<file path="src/hdl/stwr_pkg.sv">
// stwr_pkg: widths, operation and status codes, and the request token
// that walks the slot cell row; no dependencies
package stwr_pkg;

    localparam int SLOTS_DEF = 32;

    localparam int OP_W  = 3;
    localparam int VAL_W = 32;
    localparam int RC_W  = 5;
    localparam int IDX_W = 5;
    localparam int CNT_W = 6;
    localparam int ST_W  = 2;

    localparam logic [OP_W-1:0] OP_INSERT    = 3'd0;
    localparam logic [OP_W-1:0] OP_REMOVE    = 3'd1;
    localparam logic [OP_W-1:0] OP_ERASE_ALL = 3'd2;
    localparam logic [OP_W-1:0] OP_ERASE_ONE = 3'd3;
    localparam logic [OP_W-1:0] OP_COUNT     = 3'd4;

    localparam logic [ST_W-1:0] ST_OK    = 2'd0;
    localparam logic [ST_W-1:0] ST_FULL  = 2'd1;
    localparam logic [ST_W-1:0] ST_EMPTY = 2'd2;

    typedef struct packed {
        logic             active;
        logic [OP_W-1:0]  op;
        logic [VAL_W-1:0] value;
        logic [RC_W-1:0]  receipt;
        logic             done;
        logic [IDX_W-1:0] idx;
        logic [VAL_W-1:0] removed;
        logic [CNT_W-1:0] cnt;
    } stwr_tok_t;

endpackage

</file>
<file path="src/hdl/slot_table_with_receipts.sv">
// slot_table_with_receipts: top level; row of stwr_cell slots, occupancy
// count and result/skid registers; uses stwr_pkg and stwr_cell
//
// Each accepted request enters the first slot cell and walks the row one cell
// per cycle, every cell acting on its own slot; after the injection register
// and every cell register, the result is registered on m_*. One request is in
// the row at a time, so a new beat is not taken until the request before it
// has left the cell row and s_ready has come back. A finished
// result may wait on m_* while the next request is taken; a second finished
// result waits in a skid register, and s_ready stays low until it moves out.
// After reset all slots are free and occupancy is zero.
module slot_table_with_receipts
    import stwr_pkg::*;
#(
    parameter int SLOTS = SLOTS_DEF
) (
    input  logic                    aclk,
    input  logic                    aresetn,
    input  logic                    s_valid,
    output logic                    s_ready,
    input  logic [OP_W-1:0]         s_operation,
    input  logic signed [VAL_W-1:0] s_item_value,
    input  logic [RC_W-1:0]         s_receipt,
    output logic                    m_valid,
    input  logic                    m_ready,
    output logic [IDX_W-1:0]        m_slot_index,
    output logic signed [VAL_W-1:0] m_removed_value,
    output logic [CNT_W-1:0]        m_match_count,
    output logic [ST_W-1:0]         m_status,
    output logic [CNT_W-1:0]        m_occupancy
);

    stwr_tok_t        chain [SLOTS+1];
    stwr_tok_t        inj_reg, inj_next;
    stwr_tok_t        tail;
    logic             busy_reg, busy_next;
    logic [CNT_W-1:0] occ_reg, occ_next;

    logic [ST_W-1:0]  res_status;

    logic             m_valid_reg, m_valid_next;
    logic [IDX_W-1:0] m_idx_reg, m_idx_next;
    logic [VAL_W-1:0] m_rm_reg, m_rm_next;
    logic [CNT_W-1:0] m_cnt_reg, m_cnt_next;
    logic [ST_W-1:0]  m_st_reg, m_st_next;
    logic [CNT_W-1:0] m_occ_reg, m_occ_next;

    logic             p_valid_reg, p_valid_next;
    logic [IDX_W-1:0] p_idx_reg, p_idx_next;
    logic [VAL_W-1:0] p_rm_reg, p_rm_next;
    logic [CNT_W-1:0] p_cnt_reg, p_cnt_next;
    logic [ST_W-1:0]  p_st_reg, p_st_next;
    logic [CNT_W-1:0] p_occ_reg, p_occ_next;

    logic             in_beat;
    logic             out_beat;

    assign s_ready  = !busy_reg && !p_valid_reg;
    assign in_beat  = s_valid && s_ready;
    assign out_beat = m_valid_reg && m_ready;

    always_comb begin
        inj_next         = '0;
        inj_next.active  = in_beat;
        inj_next.op      = s_operation;
        inj_next.value   = s_item_value;
        inj_next.receipt = s_receipt;
    end

    assign chain[0] = inj_reg;

    for (genvar i = 0; i < SLOTS; i++) begin : g_cell
        stwr_cell #(
            .CELL_ID (i)
        ) u_cell (
            .aclk    (aclk),
            .aresetn (aresetn),
            .tok_i   (chain[i]),
            .tok_o   (chain[i+1])
        );
    end

    assign tail = chain[SLOTS];

    // status and occupancy of the request leaving the row
    always_comb begin
        res_status = ST_OK;
        occ_next   = occ_reg;
        case (tail.op)
            OP_INSERT: begin
                if (tail.done) occ_next = occ_reg + CNT_W'(1);
                else res_status = ST_FULL;
            end
            OP_REMOVE, OP_ERASE_ONE: begin
                if (tail.done) occ_next = occ_reg - CNT_W'(1);
                else res_status = ST_EMPTY;
            end
            OP_ERASE_ALL: begin
                occ_next = occ_reg - tail.cnt;
            end
            default: begin
            end
        endcase
    end

    always_comb begin
        busy_next    = busy_reg;
        m_valid_next = m_valid_reg;
        m_idx_next   = m_idx_reg;
        m_rm_next    = m_rm_reg;
        m_cnt_next   = m_cnt_reg;
        m_st_next    = m_st_reg;
        m_occ_next   = m_occ_reg;
        p_valid_next = p_valid_reg;
        p_idx_next   = p_idx_reg;
        p_rm_next    = p_rm_reg;
        p_cnt_next   = p_cnt_reg;
        p_st_next    = p_st_reg;
        p_occ_next   = p_occ_reg;

        if (in_beat) busy_next = 1'b1;
        if (tail.active) busy_next = 1'b0;

        if (out_beat) begin
            m_valid_next = p_valid_reg;
            m_idx_next   = p_idx_reg;
            m_rm_next    = p_rm_reg;
            m_cnt_next   = p_cnt_reg;
            m_st_next    = p_st_reg;
            m_occ_next   = p_occ_reg;
            p_valid_next = 1'b0;
        end

        if (tail.active) begin
            if (!m_valid_next) begin
                m_valid_next = 1'b1;
                m_idx_next   = tail.idx;
                m_rm_next    = tail.removed;
                m_cnt_next   = tail.cnt;
                m_st_next    = res_status;
                m_occ_next   = occ_next;
            end else begin
                p_valid_next = 1'b1;
                p_idx_next   = tail.idx;
                p_rm_next    = tail.removed;
                p_cnt_next   = tail.cnt;
                p_st_next    = res_status;
                p_occ_next   = occ_next;
            end
        end
    end

    always_ff @(posedge aclk) begin
        if (!aresetn) begin
            inj_reg.active <= 1'b0;
            busy_reg       <= 1'b0;
            occ_reg        <= '0;
            m_valid_reg    <= 1'b0;
            p_valid_reg    <= 1'b0;
        end else begin
            inj_reg.active <= inj_next.active;
            busy_reg       <= busy_next;
            if (tail.active) occ_reg <= occ_next;
            m_valid_reg    <= m_valid_next;
            p_valid_reg    <= p_valid_next;
        end
        inj_reg.op      <= inj_next.op;
        inj_reg.value   <= inj_next.value;
        inj_reg.receipt <= inj_next.receipt;
        inj_reg.done    <= inj_next.done;
        inj_reg.idx     <= inj_next.idx;
        inj_reg.removed <= inj_next.removed;
        inj_reg.cnt     <= inj_next.cnt;
        m_idx_reg       <= m_idx_next;
        m_rm_reg        <= m_rm_next;
        m_cnt_reg       <= m_cnt_next;
        m_st_reg        <= m_st_next;
        m_occ_reg       <= m_occ_next;
        p_idx_reg       <= p_idx_next;
        p_rm_reg        <= p_rm_next;
        p_cnt_reg       <= p_cnt_next;
        p_st_reg        <= p_st_next;
        p_occ_reg       <= p_occ_next;
    end

    assign m_valid         = m_valid_reg;
    assign m_slot_index    = m_idx_reg;
    assign m_removed_value = m_rm_reg;
    assign m_match_count   = m_cnt_reg;
    assign m_status        = m_st_reg;
    assign m_occupancy     = m_occ_reg;

    a_tail_busy : assert property (@(posedge aclk) disable iff (!aresetn)
        tail.active |-> busy_reg)
        else $error("request left the cell row while none was in flight");

    a_skid_order : assert property (@(posedge aclk) disable iff (!aresetn)
        p_valid_reg |-> m_valid_reg)
        else $error("skid result held while output register empty");

    a_accept_busy : assert property (@(posedge aclk) disable iff (!aresetn)
        in_beat |=> (busy_reg && inj_reg.active))
        else $error("accepted beat not injected into the cell row");

    a_one_in_flight : assert property (@(posedge aclk) disable iff (!aresetn)
        inj_reg.active |-> !tail.active)
        else $error("two requests in the cell row at once");

endmodule

</file>
<file path="src/hdl/stwr_cell.sv">
// stwr_cell: one slot of the table (value and valid bit); updates the slot
// as the request token passes and hands the token on; uses stwr_pkg
module stwr_cell
    import stwr_pkg::*;
#(
    parameter int CELL_ID = 0
) (
    input  logic      aclk,
    input  logic      aresetn,
    input  stwr_tok_t tok_i,
    output stwr_tok_t tok_o
);

    logic             valid_reg, valid_next;
    logic [VAL_W-1:0] value_reg, value_next;
    stwr_tok_t        tok_reg, tok_next;
    logic             match;
    logic             mine;

    assign match = valid_reg && (value_reg == tok_i.value);
    assign mine  = (32'(tok_i.receipt) == 32'(CELL_ID));

    always_comb begin
        valid_next = valid_reg;
        value_next = value_reg;
        tok_next   = tok_i;
        if (tok_i.active) begin
            case (tok_i.op)
                OP_INSERT: begin
                    if (!tok_i.done && !valid_reg) begin
                        valid_next    = 1'b1;
                        value_next    = tok_i.value;
                        tok_next.done = 1'b1;
                        tok_next.idx  = IDX_W'(CELL_ID);
                    end
                end
                OP_REMOVE: begin
                    if (mine && valid_reg) begin
                        valid_next       = 1'b0;
                        tok_next.done    = 1'b1;
                        tok_next.removed = value_reg;
                    end
                end
                OP_ERASE_ALL: begin
                    if (match) begin
                        valid_next   = 1'b0;
                        tok_next.cnt = tok_i.cnt + CNT_W'(1);
                    end
                end
                OP_ERASE_ONE: begin
                    if (!tok_i.done && match) begin
                        valid_next    = 1'b0;
                        tok_next.done = 1'b1;
                        tok_next.idx  = IDX_W'(CELL_ID);
                    end
                end
                OP_COUNT: begin
                    if (match) begin
                        tok_next.cnt = tok_i.cnt + CNT_W'(1);
                    end
                end
                default: begin
                end
            endcase
        end
    end

    always_ff @(posedge aclk) begin
        if (!aresetn) begin
            valid_reg      <= 1'b0;
            tok_reg.active <= 1'b0;
        end else begin
            valid_reg      <= valid_next;
            tok_reg.active <= tok_next.active;
        end
        value_reg       <= value_next;
        tok_reg.op      <= tok_next.op;
        tok_reg.value   <= tok_next.value;
        tok_reg.receipt <= tok_next.receipt;
        tok_reg.done    <= tok_next.done;
        tok_reg.idx     <= tok_next.idx;
        tok_reg.removed <= tok_next.removed;
        tok_reg.cnt     <= tok_next.cnt;
    end

    assign tok_o = tok_reg;

endmodule

</file>
<file path="config.mk">
export PLATFORM = sky130hd
export DESIGN_NAME = slot_table_with_receipts
export DESIGN_NICKNAME = d
export VERILOG_FILES = /design/src/hdl/stwr_pkg.sv /design/src/hdl/slot_table_with_receipts.sv /design/src/hdl/stwr_cell.sv
export SDC_FILE = /design/constraint.sdc
export NUM_CORES = 2
export LEC_CHECK = 0
export ABC_CLOCK_PERIOD_IN_PS = 10200
export BUFFER_PORTS_ARGS = -buffer_cell sky130_fd_sc_hd__buf_4
export CAP_MARGIN = 40
export CORE_UTILIZATION = 35
export DETAILED_ROUTE_END_ITERATION = 8
export PLACE_DENSITY = 0.61
export SETUP_SLACK_MARGIN = 0.2
export SYNTH_ARGS = -nofsm -noshare
export SYNTH_HDL_FRONTEND = slang
export SYNTH_HIERARCHICAL = 1
export SYNTH_SLANG_ARGS = --single-unit
</file>
<file path="constraint.sdc">
create_clock -name aclk -period 10.2 [get_ports aclk]
set_clock_uncertainty 0.15 [all_clocks]
set_input_delay 1.53 -clock aclk [delete_from_list [all_inputs] [get_ports aclk]]
set_output_delay 1.53 -clock aclk [all_outputs]
set_load 0.02 [all_outputs]
</file>
==> impl_metrics.csv <==
group,metric,value,unit
grt,track_usage,0.145,
final_layout,utilization,0.407,
sta,fin_crit,3.39,ns
placement,dpl.hpwl,199,mm
placement,postPlaceCellArea,134000,µm²
yosys,postSynthCellCount,8520,
sta,rsz0062_at_grt,"false",
drt,drc,0,
sta,max_freq,0.295,GHz
final_layout,final_cells,14100,
floorplan,die_x,604,µm
grt,grt_pass1_vias,67400,
critical_path,path_max_fanout,2,
sta,finalMaxSlewViolations,0,
drt,first_iter_violations,3377,
clock_network,cts_resized,0,
placement,place_inst,13300,
final_layout,nNetsFinal,9040,
placement,globalplace.congestion,0.818,
critical_path,cpMaxStageDelayCell,"dfxtp_1",
drt,totalWireLength,272,mm
sta,relSlewSlack,0.358,
grt,antenna_found_initial,8,
drt,ant_nets,0,
floorplan,die_y,604,µm
clock_network,cts_root_buf,"clkbuf_16",
critical_path,worstPathCellList,"buf_4",
clock_network,htree_num_levels,5,
grt,grt_pass1_wl,412,mm
final_layout,design_area,147000,µm²
power_and_ir_drop,power.density,216,nW/µm²
clock_network,clock_latency,0.92,ns
clock_network,clkTransAtPathRegs,0.06,ns
floorplan,initial_utilization,0.353,
sta,setup_viol,0,
flow_run,maxCapViolCount,0,
sta,hold_violations,0,
floorplan,core,360000,µm²
yosys,yosysWarnings,6,
critical_path,critPathKind,"reg2out",
grt,gr-total-overflow,0,
final_layout,largest_register_ffs,2683,
critical_path,crit_path_start_kind,"flip-flop",
critical_path,critical_path.top_delay_family,"flip-flops",
critical_path,crit_buf_inv,1,
critical_path,worstPathRequired,8.52,ns
critical_path,cp_data_arrival_time,1.71,ns
sta,tightest_slew,0.963,ns
yosys,synth_area_per_cell,14.9,µm²
final_layout,syn_to_final_growth,15.4,%
critical_path,worst_setup_path_end_kind,"primary output",
placement,io_buffers,96,
critical_path,regToRegSetupSlack,7.14,ns
hold_path,min_path_type,"reg2reg",
grt,grt_max_degree,86,
clock_network,cts_made_buffers,379,
power_and_ir_drop,peakVddDrop,0.152,mV
clock_network,clock-sinks,3891,
floorplan,io_pins,97,
outcome,status,"finished clean",
drt,routedWlPerCell,19.4,µm
power_and_ir_drop,p_leak,55.1,nW
floorplan,rows,220,
clock_network,cts_hold_buf,0,
drt,vias_per_cell,4.59,
power_and_ir_drop,total_power,31.6,mW
floorplan,design.die.area,365000,µm²
drt,dr_total_vias,64500,
yosys,synth_area,127000,µm²
clock_network,cts_buffer_depth,4,
sta,min_period_over_period,0.333,
drt,drt_pre_antenna_iters,5,
clock_network,postCtsSetupRepairBufs,0,
sta,finalSetupTns,0,ns
critical_path,critPathMaxStageDelay,0.56,ns
final_layout,drive_gt1_frac,0.202,
clock_network,cts_tree,"yes",
-- stage by stage --
| step | hold WS [ns] | setup WS [ns] |
|---|---|---|
| 2_1_floorplan | 0.172 | 5.61 |
| 4_1_cts | 0.160 | 6.76 |
| 3_3_place_gp | 0.182 | 6.56 |
| 5_1_grt | 0.158 | 6.75 |
| 6_report | 0.165 | 6.81 |
| 3_5_place_dp | 0.182 | 6.56 |
-- per-layer routing --
layer / vias to the layer above / part of all wire / track usage
met3: 434 / 0.032 / 0.0199
met2: 1125 / 0.51 / 0.262
met4: 0 / 0.033 / 0.0505
met1: 31900 / 0.42 / 0.176
met5: - / 0 / 0
li1: 31100 / - / -
-- placed cells by master (no fill, tap or decap), drive strengths merged, types with 94 or more instances in the layout --
cell / instances
clkinv: 112
mux2: 1042
inv: 139
a21oi: 94
xnor2: 389
nor4: 226
nor3: 114
buf: 174
edfxtp: 1075
nor2: 176
o21ai: 129
xor2: 744
nand2: 218
dfxtp: 2816
nand2b: 100
nand4: 163
clkbuf: 549
nand3: 99
-- path summary, 6_finish.rpt --
check / cells past startpoint / endpoint / from
max: 1 / m_removed_value[23] / m_removed_value[23]
min reg2reg: 0 / g_cell[23].u_cell/tok_o[48] / g_cell[22].u_cell/tok_o[48]
min: 0 / g_cell[23].u_cell/tok_o[48] / g_cell[22].u_cell/tok_o[48]
max reg2reg: 6 / g_cell[31].u_cell/tok_o[1] / g_cell[31].u_cell/value_reg[17]
-- final cells by class --
type                            instances  area (µm²)
Clock inverter                        160        1720
Multi-Input combinational cell       4379       37200
Fill cell                           32900      214000
Clock buffer                          548       11000
Tap cell                             4773        5970
Sequential cell                      3891       88700
Antenna cell                            3        7.51
Timing Repair Buffer                  177        1480
Inverter                              128         480
-- power by group --
group / internal, mW / switching, mW / total, mW
Combinational: 0.396 / 0.318 / 0.714
Clock: 8.16 / 5.85 / 14.0
Sequential: 16.5 / 0.469 / 16.9
No activity file was read; power rests on OpenSTA's default activity.
